[config.mk]
export PLATFORM = sky130hd
export DESIGN_NAME = ospc_log_cell
export DESIGN_NICKNAME = d
export VERILOG_FILES = /design/src/design/ospc_pkg.sv /design/src/design/ospc_log_cell.sv
export SDC_FILE = /design/constraint.sdc
export NUM_CORES = 2
export LEC_CHECK = 0
export BUFFER_PORTS_ARGS = -buffer_cell sky130_fd_sc_hd__buf_4
export CAP_MARGIN = 20
export CORE_UTILIZATION = 60
export CTS_CLUSTER_SIZE = 40
export DETAILED_ROUTE_END_ITERATION = 10
export MAX_ROUTING_LAYER = met4
export PLACE_DENSITY = 0.89
export SYNTH_ARGS = -nofsm -noshare
export SYNTH_HDL_FRONTEND = slang
export SYNTH_SLANG_ARGS = --single-unit
[constraint.sdc]
create_clock -name i_clk -period 24 [get_ports i_clk]
set_input_delay 1.2 -clock i_clk [delete_from_list [all_inputs] [get_ports i_clk]]
set_output_delay 1.2 -clock i_clk [all_outputs]
set_load 0.005 [all_outputs]
[src/design/ospc_pkg.sv]
// ----------------------------------------------------------------------------
// ospc_pkg
// Shared types, constants and constant tables of the ozone ppb conversion
// ----------------------------------------------------------------------------
package ospc_pkg;

    // field widths
    localparam int ADC_FIELD_W = 14;
    localparam int ADC_WIDTH   = 14;
    localparam int TEMP_W      = 11;
    localparam int HUM_W       = 10;
    localparam int PPB_W       = 32;
    localparam int STATUS_W    = 2;
    localparam int RES_W       = 34;
    localparam int IN_DATA_W   = 40;
    localparam int OUT_DATA_W  = 40;
    localparam int APB_DATA_W  = 64;
    localparam int APB_ADDR_W  = 4;

    // datapath widths
    localparam int FM_W    = ADC_WIDTH + 1;
    localparam int SCALE_W = FM_W + 22;
    localparam int NUM_W   = SCALE_W + 16;
    localparam int DEN_W   = ADC_WIDTH + RES_W;
    localparam int DIV_W   = DEN_W + 23;
    localparam int Q_W     = 24;
    localparam int FRAC_W  = 20;
    localparam int ACC_W   = 31;
    localparam int GP_W    = ACC_W + 20;

    // status codes
    localparam logic [STATUS_W-1:0] ST_OK       = 2'd0;
    localparam logic [STATUS_W-1:0] ST_ADC_ZERO = 2'd1;
    localparam logic [STATUS_W-1:0] ST_SAT      = 2'd2;

    // register index
    localparam logic REG_BASELINE = 1'b0;
    localparam logic [RES_W-1:0] BASELINE_RESET = 34'd1000000;

    // arithmetic constants
    localparam logic [21:0] SCALE_4M   = 22'd4000000;
    localparam logic [29:0] RECIP_10K  = 30'd879609303;
    localparam int          RECIP_SH   = 43;
    localparam logic [22:0] EXP_Q20    = 23'd2448215;
    localparam logic [19:0] GAIN_Q16   = 20'd621170;
    localparam logic [15:0] CORR_ONE   = 16'd16384;

    // per-stage tag that rides along with each transaction
    typedef struct packed {
        logic                valid;
        logic [STATUS_W-1:0] status;
        logic                zero_res;
    } t_tag;

    // integer square root on 64 bits, elaboration only
    function automatic logic [63:0] isqrt64(input logic [63:0] val);
        logic [63:0] v;
        logic [63:0] r;
        logic [63:0] b;
        v = val;
        r = 64'd0;
        b = 64'd1 << 62;
        for (int i = 0; i < 32; i++) begin
            if (b > v) begin
                b = b >> 2;
            end
        end
        for (int i = 0; i < 32; i++) begin
            if (b != 64'd0) begin
                if (v >= r + b) begin
                    v = v - (r + b);
                    r = (r >> 1) + b;
                end else begin
                    r = r >> 1;
                end
                b = b >> 2;
            end
        end
        return r;
    endfunction

    // factor 2^(2^-(idx+1)) in Q1.30, built by repeated square roots
    function automatic logic [ACC_W-1:0] exp_root(input int idx);
        logic [63:0] root;
        root = 64'd1 << 31;
        for (int i = 0; i <= idx; i++) begin
            root = isqrt64(root << 30);
        end
        return root[ACC_W-1:0];
    endfunction

endpackage

[src/design/ospc_log_cell.sv]
// ----------------------------------------------------------------------------
// ospc_log_cell
// One squaring step of the log2 fraction: yields one fraction bit per cell
// ----------------------------------------------------------------------------
module ospc_log_cell (
    input  logic                          i_clk,
    input  logic                          i_rst_n,
    input  logic                          i_en,
    input  ospc_pkg::t_tag                i_tag,
    input  logic [31:0]                   i_x,
    input  logic [ospc_pkg::FRAC_W-1:0]   i_frac,
    input  logic [4:0]                    i_msb,
    output ospc_pkg::t_tag                o_tag,
    output logic [31:0]                   o_x,
    output logic [ospc_pkg::FRAC_W-1:0]   o_frac,
    output logic [4:0]                    o_msb
);

    ospc_pkg::t_tag                 r_tag;
    logic [31:0]                    r_x, n_x;
    logic [ospc_pkg::FRAC_W-1:0]    r_frac, n_frac;
    logic [4:0]                     r_msb;
    logic [63:0]                    sq;

    // square in Q1.31 and renormalize
    always_comb begin
        sq = i_x * i_x;
        n_frac = {i_frac[ospc_pkg::FRAC_W-2:0], sq[63]};
        n_x = sq[63] ? sq[63:32] : sq[62:31];
    end

    // control state
    always_ff @(posedge i_clk) begin
        if (!i_rst_n) begin
            r_tag <= '0;
        end else if (i_en) begin
            r_tag <= i_tag;
        end
    end

    // payload
    always_ff @(posedge i_clk) begin
        if (i_en) begin
            r_x    <= n_x;
            r_frac <= n_frac;
            r_msb  <= i_msb;
        end
    end

    assign o_tag  = r_tag;
    assign o_x    = r_x;
    assign o_frac = r_frac;
    assign o_msb  = r_msb;

endmodule

== After elaboration in Yosys (flattened, before gate mapping) ==
Cells that the tools add are included.
Cells by class
  multiply operators: 1
  muxes and demuxes: 1
Operator list (count)
  multiplier 32 x 32 -> 64 bit: 1
  two-way mux 31 bit: 1
Storage, ports and cells
  bits in registers: 61
  bits of input ports: 64
  output and inout bits: 61
  logic and storage cells: 9

== Longest topological paths before layout ==
  word-level depth: 2
  mapped depth: 30
  gate-level depth less buffers: 26

== Worst setup path before layout ==
OpenSTA, ideal clock, no wires.
  kind: input port to flip-flop
  start: in i_x[26]
  end: reg r_x[10] (netlist: o_x[10]), data pin
  library setup time: 260 ps
  arrival time: 8436 ps
  data required time: 23740 ps
  path slack: 15303 ps
  stages on the path: 28
  path buffers: 4
  path through: clkbuf_1 -> clkbuf_1 -> nand2_1 -> fa_1 -> fa_1 -> inv_1 -> fa_1 -> inv_1 -> fa_1 -> inv_1 -> fa_1 -> fa_1 -> fa_1 -> inv_1 -> fa_1 -> inv_1 -> ha_1 -> buf_2 -> and3_1 -> o21a_1 -> a311oi_2 -> o22ai_1 -> nor3_4 -> o31ai_4 -> a21oi_4 -> xnor2_4 -> buf_6 -> mux2_4
On the way
  longest elaborated chain between the ends: 2
Ends and longest elaborated chain
  from (decl): RTL line ospc_log_cell.sv:10  | input logic [31:0] i_x,
  multiplier 32 x 32 -> 64 bit: RTL line ospc_log_cell.sv:27  | sq = i_x * i_x;
  two-way mux 31 bit: RTL line ospc_log_cell.sv:29  | n_x = sq[63] ? sq[63:32] : sq[62:31];
  named net n_x[10]: RTL line ospc_log_cell.sv:20  | logic [31:0] r_x, n_x;
  to (signal assigned): RTL line ospc_log_cell.sv:44  | r_x <= n_x;
  to (decl): RTL line ospc_log_cell.sv:20
The timed path passes the listed nets, and every way through them passes these cells.
A chain may end at the register's enable or synchronous reset.

== Worst setup path in the final report ==
  start: in i_x[16]
  end: reg r_x[0] (netlist: o_x[0]), data pin
The elaborated chain is that of the path after synthesis.

==> results.py <==
metrics = {
    "flow_run": {
        "cap_violations": 0,
    },
    "clocking": {
        "htree_levels": 3,
        "ctsRootBufferMaster": "clkbuf_16",
        "clk_path_buf_depth": 2,
        "clock_latency_ns": 0.33,
        "cts_buffers": 9,
        "cts_tree": "done",
        "cts_setup_buffers": 0,
        "cts_resized": 0,
        "cts_hold_buf": 0,
        "clk_pin_slew_worst_paths_ns": 0.06,
        "clock_sinks": 61,
    },
    "synthesis": {
        "yosysMostFrequentCell": "inv_1",
        "ys_seq_area_frac": 0.0570,
        "synth_xor_xnor_area_share": 0.0229,
        "yosys-top-cells-area": "fa_1, ha_1, inv_1, edfxtp_1, and2_1",
        "yosys_warnings": 0,
        "synth-edff-count": 57,
        "synth_cell_type_count": 60,
        "synth_top_area_share": 0.504,
        "synth_area_per_cell_sq_um": 9.64,
        "ys_async_sr_fraction": 0,
        "synth_compound_area_frac": 0.0478,
        "syn_inst": 3261,
        "synthTopCellsByCount": "inv_1, fa_1, ha_1",
        "synth_top_cell_by_area": "fa_1",
        "synth-simple-area-share": 0.105,
        "synth_top_family_by_area": "adder cells",
        "postSynthNetCount": 4416,
        "synth_seq_cells": 61,
        "yosys.area_share.adder": 0.623,
        "synthesis.area_sq_mm": 0.0314,
        "synth_mux_area_frac": 0.0137,
        "synthFlopType": "edfxtp_1",
    },
    "critical_path": {
        "worstReg2RegStart": "o_tag[2]$_SDFFE_PN0P_",
        "crit_fanout": 33,
        "path_class": "input pin to flip-flop",
        "cp_cell_sequence": "buf_4, clkinv_1, nor2_1, inv_1, fa_1, inv_1, fa_1, fa_1, fa_1, fa_1, fa_1, fa_1, ha_1, ha_1, nand4_1, nor4_1, o2111ai_1, a31oi_1, nor3_4, o31ai_4, a21oi_4, xnor2_4, buf_4, mux2_2",
        "worst-endpoint-arrival_ns": 10.17,
        "crit_family": "adder cells",
        "critPathLaunchType": "input pin",
        "critPathCaptureType": "flip-flop",
        "crit_top_cell": "fa_1",
        "crit_start": "i_x[16]",
        "critical-path-max-stage-delay_ns": 0.59,
        "cp_slowest_cell": "fa_1",
        "path_buf_inv": 5,
        "cp.required_ns": 24.08,
    },
    "placement": {
        "io_buffers": 123,
        "place_area_sq_mm": 0.0328,
        "place_congestion": 0.972,
        "dpl.hpwl_um": 62600,
    },
    "layout": {
        "drive_gt1_frac": 0.0530,
        "diodes": 0,
        "syn_to_final_growth_pct": 5.14,
        "fillers": 3881,
        "layout.nets": 4435,
        "finalInstanceArea_sq_mm": 0.0331,
    },
    "timing": {
        "skew_ns": 0,
        "relSlewSlack": 0.194,
        "drv_slew": 0,
        "finalSetupTns_ns": 0,
        "min_period_over_period": 0.421,
        "finalSetupViolations": 0,
        "rsz0062_at_grt": "no",
        "max_freq_ghz": 0.0991,
        "hold_viol_final": 0,
        "tightest_slew_ns": 1.19,
        "fin_crit_ns": 10.09,
    },
    "drt": {
        "wl_um": 78900,
        "vias": 22400,
        "via_per_inst": 5.65,
        "route.detailed.drc": 0,
        "avgRoutedWirePerCell_um": 19.9,
        "drt-initial-drc-count": 1770,
        "ant_nets": 0,
        "firstDrtPassIters": 7,
    },
    "global_route": {
        "first_global_vias": 25800,
        "grt_max_degree": 62,
        "antenna_found_initial": 1,
        "grt_pass1_wl_um": 130000,
        "grt_use_total": 0.323,
        "grt_overflow": 0,
    },
    "min_path": {
        "worstHoldStart": "o_tag[3]$_SDFFE_PN0P_",
        "hp-class": "flip-flop to flip-flop",
    },
    "floorplan": {
        "ios": 125,
        "fp-row-count": 83,
        "initial_utilization": 0.611,
        "core_area_sq_mm": 0.0515,
        "fp.dieH_um": 231,
        "die_area_sq_mm": 0.0533,
        "die_x_um": 231,
    },
    "outcome": {
        "status": "complete, no violations",
    },
}
## worst min-delay path, cell delays in order (launching register included)
cell and delay [ns]:
dfxtp_1 0.33, mux2i_1 0.07, nor2b_1 0.09
## cell type report
type / instances / area (sq um) / area share
multi-input combinational: 2107 / 25500 / 0.772
clock buffer: 10 / 229 / 0.00693
tap: 680 / 851 / 0.0257
timing repair buffer: 124 / 931 / 0.0282
inverter: 977 / 3670 / 0.111
clock inverter: 6 / 63.8 / 0.00193
sequential: 61 / 1790 / 0.0542
## layer usage
layer,part of all wire,track usage,vias up
li1,-,-,9597
met4,0.058,0.161,0
met1,0.35,0.378,11300
met2,0.50,0.538,1147
met5,0,-,-
met3,0.089,0.0555,331
## cell usage in the layout (no fill, tap or decap), drive strengths merged, types with 4 or more instances in the layout
cell     count
inv        976
fa         791
ha         300
nand2      296
and2       232
buf        124
a21oi       74
nor2        58
edfxtp      57
xor2        42
o21ai       38
xnor2       38
a21o        28
mux2i       25
nand4       17
nand3       16
o21bai      14
nor3        14
nor2b       13
mux2        13
a31o        11
a31oi       11
clkbuf      10
and3         8
o211ai       7
a41oi        6
o21a         6
or2          5
o2111ai      4
o41ai        4
dfxtp        4
o31ai        4
a311oi       4
clkinv       4
## registers in the layout, summed over array words and instances (netlist names)
name / flops
o_x: 32
o_tag: 4
o_frac: 20
o_msb: 5
## final timing paths
check	cells past startpoint	slack, ns	endpoint
setup / recovery	24	13.91	o_x[0]$_DFFE_PP_
hold / removal	2	0.52	o_tag[3]$_SDFFE_PN0P_
setup reg to reg	2	23.33	o_tag[2]$_SDFFE_PN0P_
hold reg to reg	2	0.52	o_tag[3]$_SDFFE_PN0P_
## metrics by stage
stage                util  hold WS (ns)  cells  setup slack, ns
finish              0.642         0.523   3965            13.91
global route        0.642         0.564   3965            13.54
CTS                 0.642         0.523   3965            14.16
detailed placement  0.636         0.511   3949            13.84
global placement    0.636         0.500   3949            13.90
floorplan               -         0.507   3261            15.30
## cells by family (layout without fill, tap and decap cells)
logic type,count (synthesis),in the layout
buf+inv,1093,1117
fa+ha+maj,1091,1091
simple gates,670,670
compound gates,228,228
xor+xnor,80,80
flops,61,61
mux,38,38
Power is not shown: default switching activity piles up to over one toggle a cycle in this logic, so the estimate is an artifact.
