File: src/design/ospc_pkg.sv
// ----------------------------------------------------------------------------
// ospc_pkg
// Shared types, constants and constant tables of the ozone ppb conversion
// ----------------------------------------------------------------------------
package ospc_pkg;

    // field widths
    localparam int ADC_FIELD_W = 14;
    localparam int ADC_WIDTH   = 14;
    localparam int TEMP_W      = 11;
    localparam int HUM_W       = 10;
    localparam int PPB_W       = 32;
    localparam int STATUS_W    = 2;
    localparam int RES_W       = 34;
    localparam int IN_DATA_W   = 40;
    localparam int OUT_DATA_W  = 40;
    localparam int APB_DATA_W  = 64;
    localparam int APB_ADDR_W  = 4;

    // datapath widths
    localparam int FM_W    = ADC_WIDTH + 1;
    localparam int SCALE_W = FM_W + 22;
    localparam int NUM_W   = SCALE_W + 16;
    localparam int DEN_W   = ADC_WIDTH + RES_W;
    localparam int DIV_W   = DEN_W + 23;
    localparam int Q_W     = 24;
    localparam int FRAC_W  = 20;
    localparam int ACC_W   = 31;
    localparam int GP_W    = ACC_W + 20;

    // status codes
    localparam logic [STATUS_W-1:0] ST_OK       = 2'd0;
    localparam logic [STATUS_W-1:0] ST_ADC_ZERO = 2'd1;
    localparam logic [STATUS_W-1:0] ST_SAT      = 2'd2;

    // register index
    localparam logic REG_BASELINE = 1'b0;
    localparam logic [RES_W-1:0] BASELINE_RESET = 34'd1000000;

    // arithmetic constants
    localparam logic [21:0] SCALE_4M   = 22'd4000000;
    localparam logic [29:0] RECIP_10K  = 30'd879609303;
    localparam int          RECIP_SH   = 43;
    localparam logic [22:0] EXP_Q20    = 23'd2448215;
    localparam logic [19:0] GAIN_Q16   = 20'd621170;
    localparam logic [15:0] CORR_ONE   = 16'd16384;

    // per-stage tag that rides along with each transaction
    typedef struct packed {
        logic                valid;
        logic [STATUS_W-1:0] status;
        logic                zero_res;
    } t_tag;

    // integer square root on 64 bits, elaboration only
    function automatic logic [63:0] isqrt64(input logic [63:0] val);
        logic [63:0] v;
        logic [63:0] r;
        logic [63:0] b;
        v = val;
        r = 64'd0;
        b = 64'd1 << 62;
        for (int i = 0; i < 32; i++) begin
            if (b > v) begin
                b = b >> 2;
            end
        end
        for (int i = 0; i < 32; i++) begin
            if (b != 64'd0) begin
                if (v >= r + b) begin
                    v = v - (r + b);
                    r = (r >> 1) + b;
                end else begin
                    r = r >> 1;
                end
                b = b >> 2;
            end
        end
        return r;
    endfunction

    // factor 2^(2^-(idx+1)) in Q1.30, built by repeated square roots
    function automatic logic [ACC_W-1:0] exp_root(input int idx);
        logic [63:0] root;
        root = 64'd1 << 31;
        for (int i = 0; i <= idx; i++) begin
            root = isqrt64(root << 30);
        end
        return root[ACC_W-1:0];
    endfunction

endpackage

File: src/design/ospc_div_cell.sv
// ----------------------------------------------------------------------------
// ospc_div_cell
// One restoring division step: yields one quotient bit per cell
// ----------------------------------------------------------------------------
module ospc_div_cell (
    input  logic                         i_clk,
    input  logic                         i_rst_n,
    input  logic                         i_en,
    input  ospc_pkg::t_tag               i_tag,
    input  logic [ospc_pkg::NUM_W-1:0]   i_rem,
    input  logic [ospc_pkg::DIV_W-1:0]   i_div,
    input  logic [ospc_pkg::Q_W-1:0]     i_quo,
    output ospc_pkg::t_tag               o_tag,
    output logic [ospc_pkg::NUM_W-1:0]   o_rem,
    output logic [ospc_pkg::DIV_W-1:0]   o_div,
    output logic [ospc_pkg::Q_W-1:0]     o_quo
);

    ospc_pkg::t_tag                r_tag;
    logic [ospc_pkg::NUM_W-1:0]    r_rem, n_rem;
    logic [ospc_pkg::DIV_W-1:0]    r_div;
    logic [ospc_pkg::Q_W-1:0]      r_quo, n_quo;
    logic                          fits;

    // compare and subtract the shifted divisor
    always_comb begin
        fits = {{(ospc_pkg::DIV_W-ospc_pkg::NUM_W){1'b0}}, i_rem} >= i_div;
        n_rem = fits ? (i_rem - i_div[ospc_pkg::NUM_W-1:0]) : i_rem;
        n_quo = {i_quo[ospc_pkg::Q_W-2:0], fits};
    end

    // control state
    always_ff @(posedge i_clk) begin
        if (!i_rst_n) begin
            r_tag <= '0;
        end else if (i_en) begin
            r_tag <= i_tag;
        end
    end

    // payload
    always_ff @(posedge i_clk) begin
        if (i_en) begin
            r_rem <= n_rem;
            r_div <= i_div >> 1;
            r_quo <= n_quo;
        end
    end

    assign o_tag = r_tag;
    assign o_rem = r_rem;
    assign o_div = r_div;
    assign o_quo = r_quo;

endmodule

File: config.mk
export PLATFORM = sky130hd
export DESIGN_NAME = ospc_div_cell
export DESIGN_NICKNAME = d
export VERILOG_FILES = /design/src/design/ospc_pkg.sv /design/src/design/ospc_div_cell.sv
export SDC_FILE = /design/constraint.sdc
export NUM_CORES = 1
export LEC_CHECK = 0
export ABC_AREA = 1
export BUFFER_PORTS_ARGS = -buffer_cell sky130_fd_sc_hd__buf_2
export CAP_MARGIN = 5
export CORE_MARGIN = 8
export CORE_UTILIZATION = 35
export CTS_BUF_LIST = sky130_fd_sc_hd__clkbuf_4 sky130_fd_sc_hd__clkbuf_8 sky130_fd_sc_hd__clkbuf_16
export DETAILED_ROUTE_END_ITERATION = 12
export REMOVE_ABC_BUFFERS = 1
export SYNTH_ARGS = -nofsm -noshare
export SYNTH_HDL_FRONTEND = slang
export SYNTH_SLANG_ARGS = --single-unit
File: constraint.sdc
create_clock -name i_clk -period 3.4 [get_ports i_clk]
set_input_delay 0.34 -clock i_clk [delete_from_list [all_inputs] [get_ports i_clk]]
set_output_delay 0.34 -clock i_clk [all_outputs]
set_load 0.05 [all_outputs]
Yosys cells after proc, flatten, opt, wreduce, memory -nomap -nowiden

Index checks and enable logic that the tools add are counted.

Register bits: 151
Bits of input ports: 155
Output and inout bits: 152
Word-level logic and storage cells: 9

Add/sub/neg operators: 1
Order comparisons: 1
Multiplexer cells: 1

Operators with widths:

| cell                                                           | number |
|---|---|
| 53-bit by 71-bit greater-or-equal comparator with 1-bit output | 1 |
| 53-bit 2-to-1 mux                                              | 1 |
| 53-bit subtractor                                              | 1 |

Logic depth before layout (Yosys ltp)

Depth in word-level cells: 2
Depth in mapped cells: 18
Depth with buffers taken out: 17

Least setup slack after synthesis

No wires, ideal clock.

Path kind: input to register
Start point: input i_div[6] (netlist bit)
End point: register r_rem, in the netlist o_rem[13], data pin
Library setup time: 0.257 ns
Arrival time: 1.877 ns
Slack: 1.265 ns
Stages on the path: 15
Buffers on the path: 1
Path through: inv_1 ha_1 nand2_1 inv_1 a21oi_1 nand2_2 nand2_1 nand3_2 nand2_2 nand2_2 nand2_4 nand2_8 inv_6 buf_6 o21ai_2

Cells in the longest elaborated chain, start to end: 2

RTL lines:

| what                                                                                                       | line                                     | RTL |
|---|---|---|
| start, declared                                                                                            | ospc_div_cell.sv:11                      | `input logic [ospc_pkg::DIV_W-1:0] i_div,` |
| 53-bit by 71-bit greater-or-equal comparator with 1-bit output / 53-bit subtractor (equally long branches) | ospc_div_cell.sv:27, ospc_div_cell.sv:28 |  |
| 53-bit 2-to-1 mux *                                                                                        | ospc_div_cell.sv:28                      | `n_rem = fits ? (i_rem - i_div[ospc_pkg::NUM_W-1:0]) : i_rem;` |
| named net n_rem, one bit                                                                                   | ospc_div_cell.sv:20                      | `logic [ospc_pkg::NUM_W-1:0] r_rem, n_rem;` |
| end signal, assigned                                                                                       | ospc_div_cell.sv:44                      | `r_rem <= n_rem;` |
| end, declared                                                                                              | ospc_div_cell.sv:20                      |  |

The timed path passes the listed nets; every way through them passes the cells marked *.
A chain may end at the register's enable or synchronous reset.

Worst setup path in the final report

Start point: input i_rem[22] (netlist bit)
End point: register r_rem, in the netlist o_rem[6], data pin

Cells in the longest elaborated chain, start to end: 2

RTL lines:

| what                                                           | line                | RTL |
|---|---|---|
| start, declared                                                | ospc_div_cell.sv:10 | `input logic [ospc_pkg::NUM_W-1:0] i_rem,` |
| 53-bit by 71-bit greater-or-equal comparator with 1-bit output | ospc_div_cell.sv:27 | `fits = {{(ospc_pkg::DIV_W-ospc_pkg::NUM_W){1'b0}}, i_rem} >= i_div;` |
| 53-bit 2-to-1 mux                                              | ospc_div_cell.sv:28 |  |
| named net n_rem, one bit                                       | ospc_div_cell.sv:20 |  |

The timed path passes the listed nets, and every way through them passes these cells.

==> run metrics <==
Synth top area share=41.8%; cells after synthesis=1416; Critical Path End Type=flip-flop; CP startpoint kind=input port; Switch Pwr=2140 uW; mapped cell area=0.0106 mm^2; syn avg cell area=7.45 um^2; CTS Hold Bufs=0; register share of total power=38.2%; Setup CP Type=input port to flip-flop; Pwr per Cell Area=444 mW/mm^2; RePlAce Congestion=0.874; area grow syn2layout=24.7%; Sequential Area=0.00449 mm^2; largest net degree at the start of global routing=64; multi-input logic area=0.00475 mm^2; Max stage delay on crit path=0.35 ns; commonest non-fill, non-tap cell in the layout=nand2_1; Critical Path AT=2.66 ns; Peak supply drop=276 uV; Top Ports=307; Slowest-stage cell, CP=ha_1; sw frac=36.6%; # fillers=3164; Fin. Hold Viols=0; Comb power frac=29.5%; Die W=190 um; CP max FO=19; Core Area=0.0296 mm^2; final setup fails=0; # clock sinks=151; clk_lat worst skew=0.43 ns; placed insts=2113; Tcrit/Tclk final=72.8%; post-layout min period=2.47 ns; CTS tree=yes; Post-Layout Cell Count=2145; DRC viols=0; H-tree depth=4; Total Wirelength=35.1 mm; number of global-route vias before repair=9809; area leader, netlist=edfxtp_1; IO Port Bufs=304; Max Cap Violations=0; Reg clk slew, reported paths=0.07 ns; number of unique standard cell types used by synthesis=39; clock buffer depth=2; fmax=404 MHz; commonest non-fill, non-tap cells in the layout=513 x nand2_1, 311 x inv_1, 303 x buf_2, 147 x edfxtp_1, 102 x nor2_1; fin. max-slew vios=0; First-pass DRT Iterations=5; status=finished, final reports clean; Layout Skew=0 ns; Hold WC Path Type=input port to flip-flop; RSZ-0062 raised after global routing=false; cell with the most instances on the worst path=nand2_1; Routed wire per std cell=16.3 um; antenna violations before repair=0; yosys warns=0; Total GRT Usage=19.3%; fraction of layout instances using a drive strength above 1=23.8%; setup total negative slack=0 ns; flip-flop and latch count after synthesis=151; clock share of power=32.3%; antenna viol nets, final=0; Antenna Cells=0; row cnt=63; die height=190 um; die area=0.0360 mm^2; vias=9688; crit-path cells=buf_2 > ha_1 > nand2_1 > nor2_1 > nand2_1 > nor2_2 > nand2_1 > nand3_2 > nand2_2 > nand2_2 > nand2_4 > nand2_8 > buf_4 > nand2_1 > o21ai_1 > inv_1; Internal=3710 uW; P_leak=0.00703 uW; starting density of the core=35.6%; Congestion Overflow GR=0; total CTS buffers=17; synth top area cells=edfxtp_1 42%, nand2_1 18%, inv_1 11%; Initial DRC Count=444; measured slew at the worst slew-check pin=0.503 ns; Final nets=1951; Post-CTS Setup Bufs=0; Final HPWL DP=30.0 mm; share of the core filled with cells=44.4%; root buffer cell=clkbuf_16; vias per inst=4.52; Max-slew headroom=66.2%; WP data required=3.58 ns; Post-CTS Resized=0; sequential fraction of the synthesis area=42.6%; first-pass GRT wire length=53.9 mm
## critical path: cells and delay by family
kind                     cells  cell delay [ns]
AO/OA/AOI/OAI                1             0.08
adder cells (fa/ha/maj)      1             0.35
buffers and inverters        3             0.42
AND/OR/NAND/NOR             11             1.45
## layout make-up
cell class,instances,share of cell area (%)
multi-input combinational,937,36.1
clock buffer,18,3.29
clock inverter,14,1.06
sequential,151,34.1
tap,390,3.71
inverter,317,9.08
timing repair buffer,318,12.6
## worst paths after layout
check	cells past startpoint	slack [ns]	start	endpoint
worst max-delay path	16	0.93	i_rem[22]	o_rem[6]$_DFFE_PP_
worst min-delay path	1	0.08	i_quo[15]	o_quo[16]$_DFFE_PP_
worst max register to register	2	2.77	o_tag[0]$_SDFFE_PN0P_	o_tag[0]$_SDFFE_PN0P_
worst min register to register	2	0.50	o_tag[2]$_SDFFE_PN0P_	o_tag[2]$_SDFFE_PN0P_
## Yosys cell counts, drive strengths merged
master / n
nand2: 536
inv: 317
edfxtp: 147
nor2: 116
ha: 53
nand3: 42
a21oi: 38
o21ai: 38
nand3b: 30
xnor2: 25
nand4: 18
nor3: 14
buf: 11
xor2: 7
and2: 6
dfxtp: 4
o21bai: 4
nor4: 3
or2: 3
a21boi: 1
conb: 1
fa: 1
o21a: 1
## sequential cells by signal, indices dropped and copies added (netlist names)
name and count:
o_rem 53, o_div 70, o_quo 24, o_tag 4
## power by group through the flow
stage	clock, uW	sequential, uW	combinational, uW
5_1_grt	2010	2250	1890
4_1_cts	1940	2240	1740
3_5_place_dp	0	2280	1730
6_report	1890	2230	1730
3_3_place_gp	0	2270	1730
2_1_floorplan	0	2800	682
## per-stage QoR
| step | cell area [um^2] | hold WS (ns) | setup slack [ns] | power, uW |
|---|---|---|---|---|
| after floorplan | 10400 | 0.439 | 0.994 | 3480 |
| after global placement | 12600 | 0.473 | 0.506 | 4000 |
| after detailed placement | 12600 | 0.492 | 0.466 | 4010 |
| after CTS | 13200 | 0.0570 | 0.921 | 5920 |
| after global routing | 13200 | 0.0568 | 0.726 | 6140 |
| final | 13200 | 0.0797 | 0.925 | 5850 |
## per-layer routing
layer / vias up / share of wire (%) / GRT usage [%]
li1: 5026 / - / -
met1: 4348 / 46 / 25.0
met2: 281 / 46 / 32.2
met3: 33 / 5.8 / 4.06
met4: 0 / 1.7 / 5.17
met5: - / 0 / 0
## logic make-up (layout without fill, tap and decap cells)
| group | Yosys count | count (layout) | synth area share [%] |
|---|---|---|---|
| other cells | 1 | 1 | 0.0355 |
| fa+ha+maj | 54 | 54 | 6.47 |
| simple gates | 768 | 768 | 31.2 |
| compound gates | 82 | 82 | 4.74 |
| flops | 151 | 151 | 42.6 |
| buf+inv | 328 | 667 | 12.3 |
| xor+xnor | 32 | 32 | 2.66 |
(Power assumes the default switching activity.)
