File: src/design/ospc_pkg.sv
// ----------------------------------------------------------------------------
// ospc_pkg
// Shared types, constants and constant tables of the ozone ppb conversion
// ----------------------------------------------------------------------------
package ospc_pkg;

    // field widths
    localparam int ADC_FIELD_W = 14;
    localparam int ADC_WIDTH   = 14;
    localparam int TEMP_W      = 11;
    localparam int HUM_W       = 10;
    localparam int PPB_W       = 32;
    localparam int STATUS_W    = 2;
    localparam int RES_W       = 34;
    localparam int IN_DATA_W   = 40;
    localparam int OUT_DATA_W  = 40;
    localparam int APB_DATA_W  = 64;
    localparam int APB_ADDR_W  = 4;

    // datapath widths
    localparam int FM_W    = ADC_WIDTH + 1;
    localparam int SCALE_W = FM_W + 22;
    localparam int NUM_W   = SCALE_W + 16;
    localparam int DEN_W   = ADC_WIDTH + RES_W;
    localparam int DIV_W   = DEN_W + 23;
    localparam int Q_W     = 24;
    localparam int FRAC_W  = 20;
    localparam int ACC_W   = 31;
    localparam int GP_W    = ACC_W + 20;

    // status codes
    localparam logic [STATUS_W-1:0] ST_OK       = 2'd0;
    localparam logic [STATUS_W-1:0] ST_ADC_ZERO = 2'd1;
    localparam logic [STATUS_W-1:0] ST_SAT      = 2'd2;

    // register index
    localparam logic REG_BASELINE = 1'b0;
    localparam logic [RES_W-1:0] BASELINE_RESET = 34'd1000000;

    // arithmetic constants
    localparam logic [21:0] SCALE_4M   = 22'd4000000;
    localparam logic [29:0] RECIP_10K  = 30'd879609303;
    localparam int          RECIP_SH   = 43;
    localparam logic [22:0] EXP_Q20    = 23'd2448215;
    localparam logic [19:0] GAIN_Q16   = 20'd621170;
    localparam logic [15:0] CORR_ONE   = 16'd16384;

    // per-stage tag that rides along with each transaction
    typedef struct packed {
        logic                valid;
        logic [STATUS_W-1:0] status;
        logic                zero_res;
    } t_tag;

    // integer square root on 64 bits, elaboration only
    function automatic logic [63:0] isqrt64(input logic [63:0] val);
        logic [63:0] v;
        logic [63:0] r;
        logic [63:0] b;
        v = val;
        r = 64'd0;
        b = 64'd1 << 62;
        for (int i = 0; i < 32; i++) begin
            if (b > v) begin
                b = b >> 2;
            end
        end
        for (int i = 0; i < 32; i++) begin
            if (b != 64'd0) begin
                if (v >= r + b) begin
                    v = v - (r + b);
                    r = (r >> 1) + b;
                end else begin
                    r = r >> 1;
                end
                b = b >> 2;
            end
        end
        return r;
    endfunction

    // factor 2^(2^-(idx+1)) in Q1.30, built by repeated square roots
    function automatic logic [ACC_W-1:0] exp_root(input int idx);
        logic [63:0] root;
        root = 64'd1 << 31;
        for (int i = 0; i <= idx; i++) begin
            root = isqrt64(root << 30);
        end
        return root[ACC_W-1:0];
    endfunction

endpackage

File: src/design/ospc_exp_cell.sv
// ----------------------------------------------------------------------------
// ospc_exp_cell
// One factor of the fractional power of two: multiplies in one root factor
// ----------------------------------------------------------------------------
module ospc_exp_cell (
    input  logic                          i_clk,
    input  logic                          i_rst_n,
    input  logic                          i_en,
    input  ospc_pkg::t_tag                i_tag,
    input  logic [ospc_pkg::ACC_W-1:0]    i_root,
    input  logic                          i_bit,
    input  logic [ospc_pkg::ACC_W-1:0]    i_acc,
    input  logic [ospc_pkg::FRAC_W-1:0]   i_fpart,
    input  logic [7:0]                    i_ip,
    output ospc_pkg::t_tag                o_tag,
    output logic [ospc_pkg::ACC_W-1:0]    o_acc,
    output logic [ospc_pkg::FRAC_W-1:0]   o_fpart,
    output logic [7:0]                    o_ip
);

    ospc_pkg::t_tag                 r_tag;
    logic [ospc_pkg::ACC_W-1:0]     r_acc, n_acc;
    logic [ospc_pkg::FRAC_W-1:0]    r_fpart;
    logic [7:0]                     r_ip;
    logic [2*ospc_pkg::ACC_W-1:0]   prod;

    // conditional Q1.30 product
    always_comb begin
        prod  = i_acc * i_root;
        n_acc = i_bit ? prod[ospc_pkg::ACC_W+29:30] : i_acc;
    end

    // control state
    always_ff @(posedge i_clk) begin
        if (!i_rst_n) begin
            r_tag <= '0;
        end else if (i_en) begin
            r_tag <= i_tag;
        end
    end

    // payload
    always_ff @(posedge i_clk) begin
        if (i_en) begin
            r_acc   <= n_acc;
            r_fpart <= i_fpart;
            r_ip    <= i_ip;
        end
    end

    assign o_tag   = r_tag;
    assign o_acc   = r_acc;
    assign o_fpart = r_fpart;
    assign o_ip    = r_ip;

endmodule

File: config.mk
export PLATFORM = sky130hd
export DESIGN_NAME = ospc_exp_cell
export DESIGN_NICKNAME = d
export VERILOG_FILES = /design/src/design/ospc_pkg.sv /design/src/design/ospc_exp_cell.sv
export SDC_FILE = /design/constraint.sdc
export NUM_CORES = 2
export LEC_CHECK = 0
export BUFFER_PORTS_ARGS = -buffer_cell sky130_fd_sc_hd__buf_2
export CAP_MARGIN = 20
export CORE_UTILIZATION = 55
export CTS_CLUSTER_DIAMETER = 30
export DETAILED_ROUTE_END_ITERATION = 10
export GPL_TIMING_DRIVEN = 0
export HOLD_SLACK_MARGIN = 0.05
export PLACE_DENSITY = 0.81
export REMOVE_ABC_BUFFERS = 1
export SLEW_MARGIN = 20
export SYNTH_ARGS = -nofsm -noshare
export SYNTH_HDL_FRONTEND = slang
export SYNTH_SLANG_ARGS = --single-unit
File: constraint.sdc
create_clock -name i_clk -period 7.2 [get_ports i_clk]
set_clock_uncertainty 0.05 [all_clocks]
set_input_delay 0.36 -clock i_clk [delete_from_list [all_inputs] [get_ports i_clk]]
set_output_delay 0.36 -clock i_clk [all_outputs]
set_load 0.01 [all_outputs]
# [After elaboration in Yosys (flattened, before gate mapping)]
# Cells that the tools add are included.
[totals] ff_bits=63 in_bits=98 output_inout_bits=63 wordCells=8
[classes] mul=1 mux=1
[ops] operator="multiplier 31 x 31 -> 61 bit" count=1
[ops] operator="2-to-1 mux 31 bit" count=1

# [Logic depth before layout (Yosys ltp)]
[logic_depth] ltp_word=2 ltp_mapped=26 ltp_nobuf=25

# [Least setup slack after synthesis]
# Ideal clock, no wire load.
[synth_path] kind="input to register" from="input port i_root[7] in the netlist's numbering" to="register r_acc (netlist bit o_acc[30]) (data pin)" setup_time_ns=0.180 arrival_time_ns=6.914 t_required_ns=6.970 setup_slack_ns=0.056 path_stages=21 n_path_buf=1 cell_sequence="clkbuf_1 -> nand2_1 -> fa_1 -> fa_1 -> fa_1 -> fa_1 -> inv_1 -> fa_1 -> fa_1 -> fa_1 -> fa_1 -> ha_1 -> nand2_2 -> nor4_4 -> nand4_1 -> nor3_2 -> nor3_2 -> a311oi_2 -> o2111ai_2 -> o31a_1 -> o311ai_1"
[synth_via] elab_chain_len=2
[synth_lines] element="start: declaration" line_no="ospc_exp_cell.sv:10" source="input logic [ospc_pkg::ACC_W-1:0] i_root,"
[synth_lines] element="multiplier 31 x 31 -> 61 bit" line_no="ospc_exp_cell.sv:29" source="prod = i_acc * i_root;"
[synth_lines] element="2-to-1 mux 31 bit" line_no="ospc_exp_cell.sv:30" source="n_acc = i_bit ? prod[ospc_pkg::ACC_W+29:30] : i_acc;"
[synth_lines] element="net n_acc (one bit)" line_no="ospc_exp_cell.sv:22" source="logic [ospc_pkg::ACC_W-1:0] r_acc, n_acc;"
[synth_lines] element="end signal: assignment" line_no="ospc_exp_cell.sv:45" source="r_acc <= n_acc;"
[synth_lines] element="end: declaration" line_no="ospc_exp_cell.sv:22"
# The timed path passes the listed nets, and every way through them passes these cells.
# A chain may end at the register's enable or synchronous reset.

# [Worst setup path after layout]
[layout_path] from="input port i_acc[17] in the netlist's numbering" to="register r_acc (netlist bit o_acc[29]) (data pin)"
[layout_via] elab_chain_len=2
[layout_lines] element="start: declaration" line_no="ospc_exp_cell.sv:12" source="input logic [ospc_pkg::ACC_W-1:0] i_acc,"
[layout_lines] element="multiplier 31 x 31 -> 61 bit" line_no="ospc_exp_cell.sv:29"
[layout_lines] element="2-to-1 mux 31 bit" line_no="ospc_exp_cell.sv:30"
[layout_lines] element="net n_acc (one bit)" line_no="ospc_exp_cell.sv:22"
# The timed path passes the listed nets, and every way through them passes these cells.

==> metrics.log <==
INFO  metric mappedNetlistArea = 32800 µm²
INFO  metric post-route-util = 0.642
INFO  metric wire_per_inst = 25.9 µm
INFO  metric layout.cell_area.non_filler = 37900 µm²
INFO  metric groute.usage.overall = 0.367
INFO  metric number_of_buffers_created_by_cts = 9
INFO  metric die_y = 246 µm
INFO  metric critical_path.slowest_cell = fa_1
INFO  metric crit_arrival = 7.52 ns
INFO  metric multiplexer_area_fraction_after_synthesis = 0.00805
INFO  metric ys_seq_elements = 63
INFO  metric post-dp-hpwl = 64100 µm
INFO  metric combinational_family_with_the_most_area_after_synthesis = adder cells
INFO  metric ys_async_sr_fraction = 0
INFO  metric critPathTopFamily = adder cells
INFO  metric synthesis.instances = ~3500
INFO  metric cp-start-kind = input pin
INFO  metric grt_first_pass_wirelength = 164000 µm
INFO  metric worst_hold_path_type = in2reg
INFO  metric fp.dieW = roughly 250 µm
INFO  metric port-buffer-count = 160
INFO  metric firstDrtPassIters = 5
INFO  metric compound_cell_area_share_of_the_yosys_netlist = 0.0371
INFO  metric synth_xor_xnor_area_share = 0.00828
INFO  metric ioPinCount = ~160
INFO  metric critPathCaptureType = register
INFO  metric globalRouteOverflowTotal = 0
INFO  metric achievable-frequency = between 100 and 150 MHz
INFO  metric seq_area_frac_synth = 0.0565
INFO  metric routed_wl = 113000 µm
INFO  metric num-fill-cells = around 4300
INFO  metric crit_type = in2reg
INFO  metric max_slew.worst_pin.slew = about 1.3 ns
INFO  metric maxSlewViolCount = 0
INFO  metric flow.area_growth_from_synthesis = 15.6%
INFO  metric worstHoldStart = i_ip[0]
INFO  metric h_tree_levels = 3
INFO  metric route.antenna.remaining_nets = 0
INFO  metric clkSinkCount = 63
INFO  metric reg2reg_from = o_tag[3]
INFO  metric timing.critical_path.required = 7.25 ns
INFO  metric violated_checks = negative setup slack
INFO  metric final_cells = 4353
INFO  metric clock_tree_from_tritoncts = done
INFO  metric first_global_vias = 28700
INFO  metric timing.critical_path.from = i_acc[17]
INFO  metric design.die.area = 60600 µm²
INFO  metric floorplan.rows = a little under 90
INFO  metric unrepaired_setup_endpoints_after_global_routing = true
INFO  metric fin_tns_setup = -2.02 ns
INFO  metric period_needed = 7.47 ns
INFO  metric initialDrtViolationCount = 2936
INFO  metric cap_viol_max_count = 0
INFO  metric delay_of_the_slowest_cell_on_the_worst_path = slightly below 0.6 ns
INFO  metric post_synth_and_or_nand_nor_area_fraction = 0.174
INFO  metric synth_area_leaders = fa_1 (51%), and2_1 (9.5%), ha_1 (9.4%), inv_1 (8.8%), nand2_1 (5.9%)
INFO  metric cp_max_fo = 33
INFO  metric postSynthAreaPerCell = 9.39 µm²
INFO  metric post-synth-top-area-fraction = 0.510
INFO  metric coreArea = 59000 µm²
INFO  metric yosys_most_used_dff = edfxtp_1
INFO  metric multiInputGateArea = 28200 µm²
INFO  metric area_share_of_fa_ha_maj_cells_after_synthesis = 0.604
INFO  metric report.final.hold_viol_count = 0
INFO  metric ff_latch_area = between 1500 and 2000 µm²
INFO  metric fin_nets = 4745
INFO  metric post-route-drc-count = 0
INFO  metric max_slew_margin = 0.131
INFO  metric fin_ws = -0.268 ns
INFO  metric avgViaCountPerCell = 6.07
INFO  metric dp.cells = 4223
INFO  metric synth_enable_flop_cells = 59
INFO  metric clkTransAtPathRegs = 0.06 ns
INFO  metric yosys_warnings = 0
INFO  metric timing.critical_path.cells = buf_16 -> and2_1 -> fa_1 -> fa_1 -> fa_1 -> inv_1 -> fa_1 -> inv_1 -> fa_1 -> fa_1 -> fa_1 -> fa_1 -> ha_4 -> nand2_4 -> nor3_4 -> buf_4 -> nand4_1 -> o311ai_2 -> o21ai_2 -> buf_12 -> o31ai_4 -> a311oi_2 -> xnor2_1 -> mux2_4
INFO  metric clk_root_buf = clkbuf_16
INFO  metric fin_crit_share = 1.04
INFO  metric run_status = complete, but fails checks
INFO  metric final_layout_size_suffix_gt1_frac = 0.132
INFO  metric max-clock-path-buffers = 2
INFO  metric most_used_cell_along_the_critical_path = fa_1
INFO  metric gpl.final_weighted_congestion = 0.983
INFO  metric setup_viol = 17
INFO  metric yosys.area.top_type = fa_1
INFO  metric placed_cell_area = around 34000 µm²
INFO  metric largest_net_degree_at_the_start_of_global_routing = 58
INFO  metric buffers_inverters_on_critical_path = 5
INFO  metric floorplan.initialDensity = 0.556
INFO  metric clk-insertion-delay-late = 0.36 ns
INFO  metric grt_antenna_before_repair = 13
INFO  metric routed-via-count = 26400
INFO  metric synth_cell_types = 63
==> final timing paths <==
kind / end / slack (ns) / depth (start not counted)
worst max-delay path: o_acc[29] / -0.27 / 24
worst min-delay path: o_ip[0] / 0.13 / 1
worst max register to register: o_tag[3] / 6.51 / 2
worst min register to register: o_tag[2] / 0.47 / 2
==> Yosys cell counts, drive strengths merged (3+ instances only) <==
library cell and n:
a21oi 62, fa 835, a21o 26, o211ai 8
nand3 18, o311ai 5, nor2b 9, edfxtp 59
and3 4, and4 5, mux2 19, xor2 8
ha 246, a31oi 5, o21ai 43, a211o 3
nand2 516, mux2i 5, nor3 7, nor2 30
dfxtp 4, xnor2 23, clkbuf 201, o31ai 5
nand4 22, and2 500, nor4 6, or3 3
inv 770, o21bai 7, buf 4, a211oi 4
==> final cells by class <==
cell class                      instances  area share
Multi-Input combinational cell       2456       0.744
Inverter                              770      0.0763
Sequential cell                        63      0.0489
Tap cell                              773      0.0255
Antenna cell                            9    0.000594
Clock buffer                            9     0.00594
Timing Repair Buffer                  266      0.0957
Clock inverter                          7     0.00337
==> layer usage <==
metal,wire [µm],up-vias,GRT usage
li1,-,10400,-
met1,36000,13200,0.431
met2,48700,2011,0.560
met3,17200,745,0.133
met4,10900,10,0.258
met5,78,-,0
==> worst register-to-register path, delay by kind of cell (launching register included) <==
family	cells	cell delay [ns]
DFF	1	0.30
muxes	1	0.15
and+or+nand+nor	1	0.07
==> stage by stage <==
step / hold WS [ns] / setup WS, ns
final: 0.133 / -0.268
after global routing: 0.121 / -0.380
after CTS: 0.122 / -0.0534
after detailed placement: 0.451 / -2.19
after global placement: 0.445 / -2.14
after floorplan: 0.409 / 0.232
==> state kept, by name, indices dropped and copies added (netlist names) <==
| register | flops |
|---|---|
| o_tag | 4 |
| o_ip | 8 |
| o_fpart | 20 |
| o_acc | 31 |
==> cell usage in the layout (no fill, tap or decap), drive strengths merged, types with 5 or more instances in the layout <==
cell,synthesis,final
nand2,516,516
diode,0,9
o31ai,5,5
mux2,19,19
o311ai,5,5
nor2,30,30
nand3,18,18
buf,4,230
xor2,8,8
o211ai,8,8
nor3,7,7
bufbuf,0,24
ha,246,246
nor2b,9,9
inv,770,773
a21oi,62,62
fa,835,835
edfxtp,59,59
a31oi,5,5
mux2i,5,5
nand4,22,22
a21o,26,26
clkbuf,201,21
and4,5,5
xnor2,23,23
o21bai,7,7
o21ai,43,43
nor4,6,6
and2,500,500
==> cell families after synthesis <==
logic type      after synthesis
fa+ha+maj                  1081
mux                          24
buf+inv                     975
flops                        63
simple gates               1130
xor+xnor                     31
compound gates              190
==> what timing repair did <==
action / CTS / global route
gates resized for setup: 337 / 125
cloned: 26 / 12
endpoints found under the setup margin: 29 / 27
hold buffers: 0 / 0
pin swaps: 74 / 89
buffers inserted: 45 / 26
Power is left out: the tool's default activity adds up to more than one toggle a clock period on the data nets, which glitch-free logic cannot reach.
